<file path="src/rtl/kncm_pkg.sv">
`timescale 1ns / 1ps
// ----------------------------------------------------------------------------
// kncm_pkg
// Shared sizes, types and helpers of the known network change monitor.
// ----------------------------------------------------------------------------
package kncm_pkg;

  // table and scan sizes
  localparam int unsigned KNOWN_ENTRIES = 32;
  localparam int unsigned SCAN_ENTRIES  = 32;

  // field widths
  localparam int unsigned ID_W      = 48;
  localparam int unsigned TOTAL_W   = 6;
  localparam int unsigned TOTAL_MAX = 63;
  localparam int unsigned MASK_W    = 32;

  // derived widths
  localparam int unsigned IDX_W   = (KNOWN_ENTRIES > 1) ? $clog2(KNOWN_ENTRIES) : 1;
  localparam int unsigned USED_W  = $clog2(KNOWN_ENTRIES + 1);
  localparam int unsigned TAKEN_W = $clog2(SCAN_ENTRIES + 1);
  localparam int unsigned CNT_A   = (USED_W > TAKEN_W) ? USED_W : TAKEN_W;
  localparam int unsigned CNT_W   = (CNT_A > TOTAL_W) ? CNT_A : TOTAL_W + 1;
  localparam int unsigned MASK_N  = (KNOWN_ENTRIES < MASK_W) ? KNOWN_ENTRIES : MASK_W;

  // result beat layout, payload width padded to whole bytes
  localparam int unsigned RES_W  = 4 + 2 * TOTAL_W + MASK_W + 2;
  localparam int unsigned TDATA_W = ((RES_W + 7) / 8) * 8;

  // access to the known table memory
  typedef struct packed {
    logic             we;
    logic [IDX_W-1:0] waddr;
    logic [ID_W-1:0]  wdata;
    logic             re;
    logic [IDX_W-1:0] raddr;
  } kncm_mem_req_t;

  // one result, first member in the highest bits (is_new lands in bit 0)
  typedef struct packed {
    logic               baseline_taken;
    logic               any_change;
    logic [MASK_W-1:0]  missing_mask;
    logic [TOTAL_W-1:0] missing_total;
    logic [TOTAL_W-1:0] new_total;
    logic               scan_done;
    logic               dropped;
    logic               stored_as_baseline;
    logic               is_new;
  } kncm_result_t;

  // clamp a count to the reported width
  function automatic logic [TOTAL_W-1:0] sat_total(input logic [CNT_W-1:0] v);
    logic [TOTAL_W-1:0] r;
    if (v > CNT_W'(TOTAL_MAX)) begin
      r = TOTAL_W'(TOTAL_MAX);
    end else begin
      r = v[TOTAL_W-1:0];
    end
    return r;
  endfunction

endpackage

</file>
<file path="src/rtl/kncm_table.sv">
`timescale 1ns / 1ps
// ----------------------------------------------------------------------------
// kncm_table
// Known BSSID table: one write and one read port, registered read data.
// ----------------------------------------------------------------------------
module kncm_table (
  input  logic                          clk_i,
  input  kncm_pkg::kncm_mem_req_t       req_i,
  output logic [kncm_pkg::ID_W-1:0]     rdata_o
);
  import kncm_pkg::*;

  logic [ID_W-1:0] mem [KNOWN_ENTRIES];
  logic [ID_W-1:0] rdata_q;

  // write port
  always_ff @(posedge clk_i) begin
    if (req_i.we) begin
      mem[req_i.waddr] <= req_i.wdata;
    end
  end

  // read port, read data registered on the read enable
  always_ff @(posedge clk_i) begin
    if (req_i.re) begin
      rdata_q <= mem[req_i.raddr];
    end
  end

  assign rdata_o = rdata_q;

endmodule

</file>
<file path="src/rtl/kncm_ctrl.sv">
`timescale 1ns / 1ps
// ----------------------------------------------------------------------------
// kncm_ctrl
// Scan sequencer: baseline fill, table walk per entry, end of scan summary.
// ----------------------------------------------------------------------------
module kncm_ctrl (
  input  logic                          clk_i,
  input  logic                          rst_ni,
  // item in
  input  logic                          in_valid_i,
  output logic                          in_ready_o,
  input  logic                          in_has_i,
  input  logic [kncm_pkg::ID_W-1:0]     in_id_i,
  input  logic                          in_last_i,
  // table port
  output kncm_pkg::kncm_mem_req_t       mem_req_o,
  input  logic [kncm_pkg::ID_W-1:0]     mem_rdata_i,
  // result out
  output logic                          res_valid_o,
  input  logic                          res_ready_i,
  output kncm_pkg::kncm_result_t        res_o
);
  import kncm_pkg::*;

  typedef enum logic [1:0] {
    ST_IDLE,
    ST_LOOK,
    ST_SUM,
    ST_DONE
  } state_e;

  state_e                 state_q, state_d;
  logic [USED_W-1:0]      used_q, used_d;
  logic [KNOWN_ENTRIES-1:0] seen_q, seen_d;
  logic [TAKEN_W-1:0]     new_q, new_d;
  logic [TAKEN_W-1:0]     taken_q, taken_d;
  logic                   base_q, base_d;
  logic                   mid_q, mid_d;
  logic                   last_q, last_d;
  logic [ID_W-1:0]        id_q, id_d;
  logic [USED_W-1:0]      idx_q, idx_d;
  logic [IDX_W-1:0]       pidx_q, pidx_d;
  logic                   pend_q, pend_d;
  logic                   hit_q, hit_d;
  logic [USED_W-1:0]      cnt_q, cnt_d;
  logic [KNOWN_ENTRIES-1:0] miss_q, miss_d;
  kncm_result_t           res_q, res_d;

  assign in_ready_o  = (state_q == ST_IDLE);
  assign res_valid_o = (state_q == ST_DONE);
  assign res_o       = res_q;

  // next state and datapath
  always_comb begin
    state_d   = state_q;
    used_d    = used_q;
    seen_d    = seen_q;
    new_d     = new_q;
    taken_d   = taken_q;
    base_d    = base_q;
    mid_d     = mid_q;
    last_d    = last_q;
    id_d      = id_q;
    idx_d     = idx_q;
    pidx_d    = pidx_q;
    pend_d    = pend_q;
    hit_d     = hit_q;
    cnt_d     = cnt_q;
    miss_d    = miss_q;
    res_d     = res_q;
    mem_req_o = '0;

    case (state_q)
      ST_IDLE: begin
        if (in_valid_i) begin
          res_d  = '0;
          last_d = in_last_i;
          id_d   = in_id_i;
          idx_d  = '0;
          pend_d = 1'b0;
          hit_d  = 1'b0;
          cnt_d  = '0;
          miss_d = '0;
          if (in_has_i || in_last_i) begin
            mid_d = 1'b1;
            // first beat of a scan
            if (!mid_q) begin
              base_d  = (used_q == '0);
              seen_d  = '0;
              new_d   = '0;
              taken_d = '0;
            end
            if (in_has_i) begin
              if (taken_d >= TAKEN_W'(SCAN_ENTRIES)) begin
                res_d.dropped = 1'b1;
                state_d = in_last_i ? ST_SUM : ST_DONE;
              end else begin
                taken_d = taken_d + 1'b1;
                if (base_d) begin
                  // baseline fill while room is left
                  if (used_q < USED_W'(KNOWN_ENTRIES)) begin
                    mem_req_o.we    = 1'b1;
                    mem_req_o.waddr = used_q[IDX_W-1:0];
                    mem_req_o.wdata = in_id_i;
                    used_d = used_q + 1'b1;
                    res_d.stored_as_baseline = 1'b1;
                  end
                  state_d = in_last_i ? ST_SUM : ST_DONE;
                end else begin
                  state_d = ST_LOOK;
                end
              end
            end else begin
              state_d = ST_SUM;
            end
          end else begin
            state_d = ST_DONE;
          end
        end
      end

      ST_LOOK: begin
        // compare the slot read in the previous cycle
        if (pend_q && (mem_rdata_i == id_q)) begin
          hit_d = 1'b1;
          seen_d[pidx_q] = 1'b1;
        end
        if (idx_q < used_q) begin
          mem_req_o.re    = 1'b1;
          mem_req_o.raddr = idx_q[IDX_W-1:0];
          pidx_d = idx_q[IDX_W-1:0];
          pend_d = 1'b1;
          idx_d  = idx_q + 1'b1;
        end else if (pend_q) begin
          pend_d = 1'b0;
        end else begin
          if (!hit_q) begin
            res_d.is_new = 1'b1;
            new_d = new_q + 1'b1;
          end
          idx_d   = '0;
          state_d = last_q ? ST_SUM : ST_DONE;
        end
      end

      ST_SUM: begin
        if (base_q) begin
          res_d.scan_done      = 1'b1;
          res_d.baseline_taken = 1'b1;
          mid_d   = 1'b0;
          base_d  = 1'b0;
          seen_d  = '0;
          new_d   = '0;
          taken_d = '0;
          state_d = ST_DONE;
        end else if (idx_q < used_q) begin
          // one known slot per cycle
          if (!seen_q[idx_q[IDX_W-1:0]]) begin
            miss_d[idx_q[IDX_W-1:0]] = 1'b1;
            cnt_d = cnt_q + 1'b1;
          end
          idx_d = idx_q + 1'b1;
        end else begin
          res_d.scan_done     = 1'b1;
          res_d.new_total     = sat_total(CNT_W'(new_q));
          res_d.missing_total = sat_total(CNT_W'(cnt_q));
          for (int j = 0; j < MASK_N; j++) begin
            res_d.missing_mask[j] = miss_q[j];
          end
          res_d.any_change = (new_q != '0) || (cnt_q != '0);
          mid_d   = 1'b0;
          base_d  = 1'b0;
          seen_d  = '0;
          new_d   = '0;
          taken_d = '0;
          state_d = ST_DONE;
        end
      end

      ST_DONE: begin
        if (res_ready_i) begin
          state_d = ST_IDLE;
        end
      end

      default: begin
        state_d = ST_IDLE;
      end
    endcase
  end

  // state and registered outputs
  always_ff @(posedge clk_i or negedge rst_ni) begin
    if (!rst_ni) begin
      state_q <= ST_IDLE;
      used_q  <= '0;
      seen_q  <= '0;
      new_q   <= '0;
      taken_q <= '0;
      base_q  <= 1'b0;
      mid_q   <= 1'b0;
      last_q  <= 1'b0;
      id_q    <= '0;
      idx_q   <= '0;
      pidx_q  <= '0;
      pend_q  <= 1'b0;
      hit_q   <= 1'b0;
      cnt_q   <= '0;
      miss_q  <= '0;
      res_q   <= '0;
    end else begin
      state_q <= state_d;
      used_q  <= used_d;
      seen_q  <= seen_d;
      new_q   <= new_d;
      taken_q <= taken_d;
      base_q  <= base_d;
      mid_q   <= mid_d;
      last_q  <= last_d;
      id_q    <= id_d;
      idx_q   <= idx_d;
      pidx_q  <= pidx_d;
      pend_q  <= pend_d;
      hit_q   <= hit_d;
      cnt_q   <= cnt_d;
      miss_q  <= miss_d;
      res_q   <= res_d;
    end
  end

endmodule

</file>
<file path="src/rtl/known_network_change_monitor.sv">
`timescale 1ns / 1ps
// ----------------------------------------------------------------------------
// known_network_change_monitor
// Tracks known BSSIDs and reports new and missing access points per scan.
// ----------------------------------------------------------------------------
// Usage:
//   s_axis carries one scanned access point per beat: tdata = BSSID,
//   tuser = has_entry (0 for a bare end marker), tlast = last beat of a scan.
//   m_axis returns exactly one result beat for every accepted input beat.
//   The first scan seen with an empty table is stored as the baseline; later
//   scans are looked up against it and summarized on their last beat.
// Timing:
//   a baseline, dropped or bare beat makes no table lookup;
//   a lookup walks the table memory one slot a cycle;
//   a scan end adds a summary walk over the slots in use (none on a baseline scan).
//   With a full 32 entry table, the single read port of the table memory sets
//   the pace of each looked up beat.
//   One beat is in work at a time; the next is taken once its result has moved
//   into the output register.
// Reset: clears the table fill count and all scan state; the table contents
//   are only read below the fill count.
// Stall: a held result sits in the output register; the sequencer can finish
//   one more beat behind it and then holds s_axis_tready low.
// ----------------------------------------------------------------------------
module known_network_change_monitor (
  input  logic                             clk_i,
  input  logic                             rst_ni,
  // scan beats in
  input  logic                             s_axis_tvalid,
  output logic                             s_axis_tready,
  input  logic [kncm_pkg::ID_W-1:0]        s_axis_tdata,  // [47:0] station_id
  input  logic                             s_axis_tuser,  // [0] has_entry
  input  logic                             s_axis_tlast,  // scan_end
  // result beats out
  output logic                             m_axis_tvalid,
  input  logic                             m_axis_tready,
  // [0] is_new, [1] stored_as_baseline, [2] dropped, [3] scan_done,
  // [9:4] new_total, [15:10] missing_total, [47:16] missing_mask,
  // [48] any_change, [49] baseline_taken, [55:50] zero
  output logic [kncm_pkg::TDATA_W-1:0]     m_axis_tdata
);
  import kncm_pkg::*;

  kncm_mem_req_t  mem_req;
  logic [ID_W-1:0] mem_rdata;
  logic           res_valid;
  logic           res_ready;
  kncm_result_t   res;

  logic           out_valid_q, out_valid_d;
  kncm_result_t   out_res_q, out_res_d;

  kncm_table u_table (
    .clk_i   (clk_i),
    .req_i   (mem_req),
    .rdata_o (mem_rdata)
  );

  kncm_ctrl u_ctrl (
    .clk_i       (clk_i),
    .rst_ni      (rst_ni),
    .in_valid_i  (s_axis_tvalid),
    .in_ready_o  (s_axis_tready),
    .in_has_i    (s_axis_tuser),
    .in_id_i     (s_axis_tdata),
    .in_last_i   (s_axis_tlast),
    .mem_req_o   (mem_req),
    .mem_rdata_i (mem_rdata),
    .res_valid_o (res_valid),
    .res_ready_i (res_ready),
    .res_o       (res)
  );

  // output register, refilled as soon as the held beat leaves
  assign res_ready = !out_valid_q || m_axis_tready;

  always_comb begin
    out_valid_d = out_valid_q;
    out_res_d   = out_res_q;
    if (res_ready) begin
      out_valid_d = res_valid;
      if (res_valid) begin
        out_res_d = res;
      end
    end
  end

  always_ff @(posedge clk_i or negedge rst_ni) begin
    if (!rst_ni) begin
      out_valid_q <= 1'b0;
      out_res_q   <= '0;
    end else begin
      out_valid_q <= out_valid_d;
      out_res_q   <= out_res_d;
    end
  end

  assign m_axis_tvalid = out_valid_q;
  assign m_axis_tdata  = {(TDATA_W - RES_W)'(0), out_res_q};

endmodule
</file>
<file path="config.mk">
export PLATFORM = sky130hd
export DESIGN_NAME = known_network_change_monitor
export DESIGN_NICKNAME = d
export VERILOG_FILES = /design/src/rtl/kncm_pkg.sv /design/src/rtl/kncm_table.sv /design/src/rtl/kncm_ctrl.sv /design/src/rtl/known_network_change_monitor.sv
export SDC_FILE = /design/constraint.sdc
export NUM_CORES = 2
export LEC_CHECK = 0
export BUFFER_PORTS_ARGS = -buffer_cell sky130_fd_sc_hd__buf_2
export CAP_MARGIN = 20
export CELL_PAD_IN_SITES_DETAIL_PLACEMENT = 1
export CELL_PAD_IN_SITES_GLOBAL_PLACEMENT = 2
export CORE_MARGIN = 1.5
export CORE_UTILIZATION = 25
export CTS_BUF_LIST = sky130_fd_sc_hd__clkbuf_2
export CTS_CLUSTER_DIAMETER = 60
export DETAILED_ROUTE_END_ITERATION = 10
export PLACE_DENSITY_LB_ADDON = 0.3
export REMOVE_ABC_BUFFERS = 1
export SLEW_MARGIN = 40
export SYNTH_ARGS = -nofsm -noshare
export SYNTH_HDL_FRONTEND = slang
export SYNTH_SLANG_ARGS = --single-unit
</file>
<file path="constraint.sdc">
create_clock -name clk_i -period 8 [get_ports clk_i]
set_input_delay 1.2 -clock clk_i [delete_from_list [all_inputs] [get_ports clk_i]]
set_output_delay 1.2 -clock clk_i [all_outputs]
set_load 0.1 [all_outputs]
</file>
Word-level counts from Yosys, hierarchy flattened
Memories as Yosys holds them, arrays and structs flattened. A register that Yosys moved wholly into a read port is not among the register bits.
Cells that the tools add are included.
Storage, ports and cells
  bits in read-only memories: 0
  word-level logic and storage cells: 203
  memory bits (writable): 1536
  memories kept: 1
  output and inout bits: 58
  bits of input ports: 54
  latch bits: 0
  bits in registers: 255
Memory list
  u_table.mem: words 32, width 48, rd ports 1, clocked after Yosys merged registers in 1, wr ports 1, RTL line kncm_table.sv:13  | logic [ID_W-1:0] mem [KNOWN_ENTRIES];
Operators by class
  mux-type cells: 103
  bitwise gates (word level): 3
  add/subtract/negate cells: 5
  shift operators: 0
  equality and inequality tests: 19
  reduce and logical (&&, ||, !) cells: 31
  $mul: 0
  order comparisons: 7
  divide/modulo/power cells: 0
Operators with widths (number)
  $mux W54: 7
  $mux W32: 10
  $mux W6: 26
  $pmux W32 S3: 1
  $pmux W47 S2: 1
  $or A32 B32 Y32: 2
  $pmux W32 S2: 1
  $mux W50: 1
  $eq A48 B48 Y1: 1
  $mux W46: 1
  $mux W45: 1
  $pmux W6 S3: 2
  $add A6 B1 Y6 const B: 5
  $mux W1: 29
  $mux W2: 12
  $pmux W6 S2: 2
  $reduce_and A5 Y1: 4
  $ne A2 B2 Y1 const B: 8
  $lt A5 B6 Y1 const B: 2
  $reduce_and A3 Y1: 4
  $reduce_bool A6 Y1: 2
  $demux W1 S5: 2
  $ge A5 B1 Y1 const B: 2
  $ne A2 B1 Y1 const B: 5
  other kinds (23): 37

Logic depth before layout (Yosys ltp)
  word-level depth: 13
  gate-level depth with buffers: 13
  depth with buffers taken out: 10

Modules after synthesis
From an unflattened synthesis, not the netlist that was laid out.
Second synthesis, totals
  cell total of the unflattened synthesis: 4374
  area total of the unflattened synthesis: 73173.9 µm²
Modules (own cells, without submodules)
  kncm_table: area each 61216.2 µm², seq. area each 47565.6 µm², cells an instance 3364, instances 1
  kncm_ctrl: area each 9794.4 µm², seq. area each 5104.9 µm², cells an instance 894, instances 1
  known_network_change_monitor: area each 2163.3 µm², seq. area each 1276.2 µm², cells an instance 116, instances 1

Worst setup path before layout
Ideal clock, no wire load.
  path type: register to register
  start: reg u_ctrl.state_q[0]
  end: mem u_table.mem[12][0], enable pin
  period minus slack after synthesis: 5.127 ns
  required time: 7.546 ns
  path buffers: 0
  setup time: 0.454 ns
  stages on the path, launching flop included: 7
  slack: 2.873 ns
  data arrival time: 4.673 ns
  path through: dfrtp_1 > inv_1 > ha_1 > nand2_1 > nor4_2 > or4b_1 > nor2_1
Between the ends
  longest elaborated chain between the ends: 4
Ends and longest elaborated chain
  start, declared: RTL line kncm_ctrl.sv:32  | state_e state_q, state_d;
  start signal, assigned: RTL line kncm_ctrl.sv:212  | state_q <= state_d;
  $logic_not A2 Y1 *
  named net s_axis_tready: RTL line known_network_change_monitor.sv:30  | output logic s_axis_tready,
  $mux W54 *: RTL line kncm_ctrl.sv:73  | case (state_q)
  $mux W1: RTL line kncm_table.sv:18  | if (req_i.we) begin
  $mux W1 (implied by the code): RTL line kncm_table.sv:19  | mem[req_i.waddr] <= req_i.wdata;
  end, declared: RTL line kncm_table.sv:13
The timed path passes the listed nets; every way through them passes the cells marked *.

Final worst setup path
  start: reg u_ctrl.state_q[0]
  end: mem u_table.mem[25][30], enable pin
Between the ends
  longest elaborated chain between the ends: 4
Ends and longest elaborated chain (RTL line)
  $logic_not A2 Y1 *: kncm_ctrl.sv:73
  $mux W54 *: kncm_ctrl.sv:73
  $mux W1: kncm_table.sv:18
  $mux W1 (implied by the code): kncm_table.sv:19
Mark *: on every way between the ends. The rest lies on a longest branch, timed or not.

==> flow_results.org <==
** Floorplanning
- Area of the die :: 299000 um^2
- For this configuration, the core starts out at a cell density of 25.1%.
- DIE WIDTH :: 547 um
- Die Y :: approximately 550 um
- The floorplan step defined a core boundary enclosing 294000 um^2.
- The floorplan has between 150 and 200 rows.
- Pin placement for this block handled around 110 I/O pins.

** Critical path
- Kind of start point of the critical path :: flip-flop
- Largest fanout on the critical path :: 42
- The worst register-to-register path has a setup slack of ~2.6 ns.
- Worst r2r path cells :: 9
- The critical path goes through inv_1 > ha_1 > nand2_4 > nor4_4 > buf_4 > nand3_1 > nand2b_1 > nor2_4 > buf_4.
- The startpoint identified for the worst register-to-register timing path is u_ctrl.state_q[0].
- Most used cell, CP :: buf_4
- On the worst path, the slowest cell contributes a delay of about 0.73 ns.
- Required time at the worst-slack endpoint :: between 9 and 10 ns
- Endpoint type of the worst setup path :: flip-flop
- On the critical path the largest part of the delay comes from simple AND/OR/NAND/NOR gates.
- R2r endpoint :: u_table.mem[25][30]
- Number of buffers and inverters on the critical path :: 3
- Data on the critical path arrives at its endpoint at around 6.7 ns.
- The setup path with the least slack is of type reg -> reg.
- The largest individual stage delay along the critical path comes from the cell buf_4.

** Clock network
- Clock latency on the worst-skew pair :: roughly 1.7 ns
- Clock tree from TritonCTS :: built
- Post-CTS timing repair inserted 0 buffers for setup.
- Clock tree synthesis selected as its root buffer the cell clkbuf_2.
- The clock tree synthesis step divided the H-tree into 6 levels.
- The number of hold buffers added after CTS was 54.
- Clock-pin slew was measured on the worst setup and hold paths at roughly 0.09 ns.
- The number of clock buffers added by TritonCTS is 523.
- Counting along the longest clock path gives a buffer depth of 4.
- In this run, post-CTS repair resized a total of 0 instances.
- TritonCTS Sinks :: 1839

** STA
- Timing would allow up to approximately 180 MHz.
- The worst path uses around two thirds of the clock period.
- Max-slew violation total from the final report :: 0
- For the finished layout, the period the worst path requires is about 5.4 ns.
- Final hold violation count :: 0
- RSZ-0062 raised after global routing :: no
- Hold timing on the final database bottoms out at a slack of roughly 0.23 ns.
- For the pin with the worst max-slew slack, the measured transition is between 1 and 1.5 ns.
- Relative slew slack :: a little under a third
- Setup-violating endpoint count in the final report :: 0
- For the final database, setup skew stands at approximately 0.25 ns.

** Cells and area
- Share of the core filled with cells in the final layout :: ~30%
- Area added between synthesis and finish :: 15.9%
- In the final design database the tool counted 5130 nets.
- In the final layout, flip-flops and latches occupy approximately 54000 um^2.
- Multi-input logic area :: between 15000 and 20000 um^2
- Ratio of cells with drive above 1 in the final layout :: around 30%
- Fill cells in the final layout number a little over 30k.

** Global routing
- The number of antenna violations at the first check in global routing came to 23.
- The total overflow left after global routing is 0.
- All-layer global routing usage :: about 16%
- The first global-routing pass estimated 351000 um of wire.
- Entering global routing, the biggest net connects 97 pins.
- Via count of the first global-routing pass :: 47.0k

** Place
- During placement, the flow inserted port buffers numbering approximately 110.
- The congestion estimate from routability-driven global placement came to about 0.74.
- HPWL reported at the end of detailed placement :: ~140000 um

** Detailed routing
- In this run, the number of DRC markers left after iteration 0 of detailed routing was 3470.
- Drt wl/cell :: between 20 and 30 um
- The detail route stage leaves a number of antenna-violating nets equal to 0.
- Detailed-route via count :: roughly 45k
- The first detailed-routing pass ran for 7 iterations.
- Routed wire length :: 247000 um
- In the routed layout, each cell is associated on average with a via count of roughly 4.8.
- Number of DRC violations after detailed routing :: 0

** Logic synthesis
- Post-synth EDFFs :: 1584
- The synthesized design contains about 1.8k register bits.
- Sequential fraction of the synthesis area :: 73.0%
- By area the synthesized netlist is led by edfxtp_1 64%, dfrtp_1 8.6%, mux4_2 4.7%.
- Synth top area share :: 64.3%
- Number of warnings reported in the yosys synthesis log :: 0
- In the synthesized netlist, the number of instances is 4521.
- Share of synthesized flip-flops with an asynchronous set or reset :: 13.9%
- After synthesis the cells add up to between 70000 and 80000 um^2.
- Cell taking the most area after synthesis :: edfxtp_1
- Primary FF master, synth :: edfxtp_1
- Each instance of the synthesized netlist takes up on average ~16 um^2.
- In this run, distinct cell masters in the synthesized netlist total 75.

** Power and ir drop
- For this design the ratio of total power to cell area is about 250 nW/um^2.
- For this design the static power due to leakage is 25.7 nW.
- IR drop worst, VDD :: 139 uV

** Hold path
- Worst hold path type :: in -> reg
- Hold Path Sink :: u_ctrl.id_q[33]
- The worst hold path begins at s_axis_tdata[33].
- The worst hold path was traced through 2 stages.

** Job
- Maximum capacitance violations :: 0

** Status
- The run finished with clean final reports.
## metal layers
metal | share of wire, % | wire length (um) | global-route usage [%]
met4 | 2.6 | 6470 | 5.17
met3 | 6.1 | 15100 | 3.44
met2 | 46 | 113000 | 25.2
met5 | 0.019 | 46 | 0
met1 | 45 | 112000 | 22.6
## worst max path at each step
stage	cells past startpoint	slack [ns]	start	end
6_report	9	2.56	u_ctrl.state_q[0]	u_table.mem[25][30]
2_1_floorplan	7	-13.70	u_ctrl.idx_q[0]	u_table.rdata_o[0]
3_3_place_gp	7	2.44	s_axis_tvalid	u_table.mem[9][18]
4_1_cts	8	2.42	u_ctrl.state_q[0]	u_table.mem[9][23]
5_1_grt	8	2.19	u_ctrl.state_q[0]	u_table.mem[9][23]
3_5_place_dp	7	2.41	s_axis_tvalid	u_table.mem[9][18]
## sequential cells by signal, summed over array words and instances, names as in the netlist
name and cells:
m_axis_tdata 50, m_axis_tvalid 1, u_ctrl.base_q 1, u_ctrl.cnt_q 6, u_ctrl.hit_q 1, u_ctrl.id_q 48
u_ctrl.idx_q 6, u_ctrl.last_q 1, u_ctrl.mid_q 1, u_ctrl.miss_q 32, u_ctrl.new_q 6, u_ctrl.pend_q 1
u_ctrl.pidx_q 5, u_ctrl.res_o 50, u_ctrl.seen_q 32, u_ctrl.state_q 2, u_ctrl.taken_q 6, u_ctrl.used_q 6
u_table.mem 1536, u_table.rdata_o 48
## stage by stage
step	setup slack (ns)	setup TNS (ns)	cell area, um^2	power (mW)	cells
after floorplan	-13.70	-2173.11	72700	13.6	4229
after global placement	2.44	0	79600	14.6	8368
after detailed placement	2.41	0	80200	14.7	8393
after CTS	2.42	0	85600	22.0	9360
after global routing	2.19	0	85700	22.7	9370
final	2.56	0	85700	21.7	9374
## cell families (layout without fill, tap and decap cells)
kind of cell | count (synthesis) | in the layout | synth area share [%]
AOI/OAI and AO/OA | 875 | 875 | 8.16
xor gates and xnor gates | 45 | 45 | 0.533
adders and majority gates | 20 | 20 | 0.338
buffers and inverters | 324 | 1242 | 1.80
DFF | 1839 | 1839 | 73.0
muxes | 590 | 590 | 11.1
other | 1 | 17 | 0.00507
and+or+nand+nor | 827 | 827 | 5.13
## worst reg2reg max path: stages, from the launching register on
cell and delay, ns:
dfrtp_1 0.42, inv_1 0.10, ha_1 0.61, nand2_4 0.55, nor4_4 0.44, buf_4 0.61
nand3_1 0.62, nand2b_1 0.54, nor2_4 0.37, buf_4 0.73
## synthesized netlist by cell type, types with 47 or more instances
library cell,number
clkbuf_1,204
mux4_2,154
o32ai_1,48
and2_1,52
o31ai_1,51
nand2_1,312
a2bb2oi_1,47
mux2_2,289
buf_2,53
o311a_1,47
mux2i_1,147
a22oi_1,50
a21oi_1,252
dfrtp_1,255
nor2_1,249
nor2b_1,57
o221ai_1,48
or3_1,50
a22o_1,95
edfxtp_1,1584
o22ai_1,96
o21ai_0,60
## report_power, final
| part | internal (mW) | switching (mW) | total, mW |
|---|---|---|---|
| logic | 1.15 | 2.54 | 3.69 |
| clock network | 3.05 | 4.16 | 7.21 |
| registers | 10.5 | 0.260 | 10.8 |
| total | 14.7 | 6.96 | 21.7 |
## area by class of cell
type | instances | share of cell area [%]
diodes | 11 | 0.0321
clock buffers | 781 | 4.56
clock inverters | 132 | 1.11
inverters | 27 | 0.130
multi-input cells | 2363 | 22.4
flip-flops and latches | 1839 | 62.9
well taps | 3919 | 5.72
repair buffers | 302 | 3.13
## placed cells by master (no fill, tap or decap), drive strengths merged, types with 11 or more instances in the layout
cell / n
a22oi: 50
xnor2: 27
o221ai: 48
o32ai: 48
a2bb2oi: 47
o22ai: 96
buf: 249
xor2: 18
mux4: 154
or3: 50
dfrtp: 255
clkinv: 95
nor3: 11
nand4: 20
o311a: 47
edfxtp: 1584
nand2b: 16
diode: 11
clkbuf: 781
a21oi: 253
nor2: 250
o31ai: 51
nand2: 316
nand3: 22
and2: 52
nor4: 13
inv: 37
mux2i: 147
nor2b: 57
mux2: 289
a22o: 95
clkinvlp: 13
o21ai: 97
bufinv: 14
ha: 20
dlygate4sd3: 53
(Power assumes the default switching activity.)
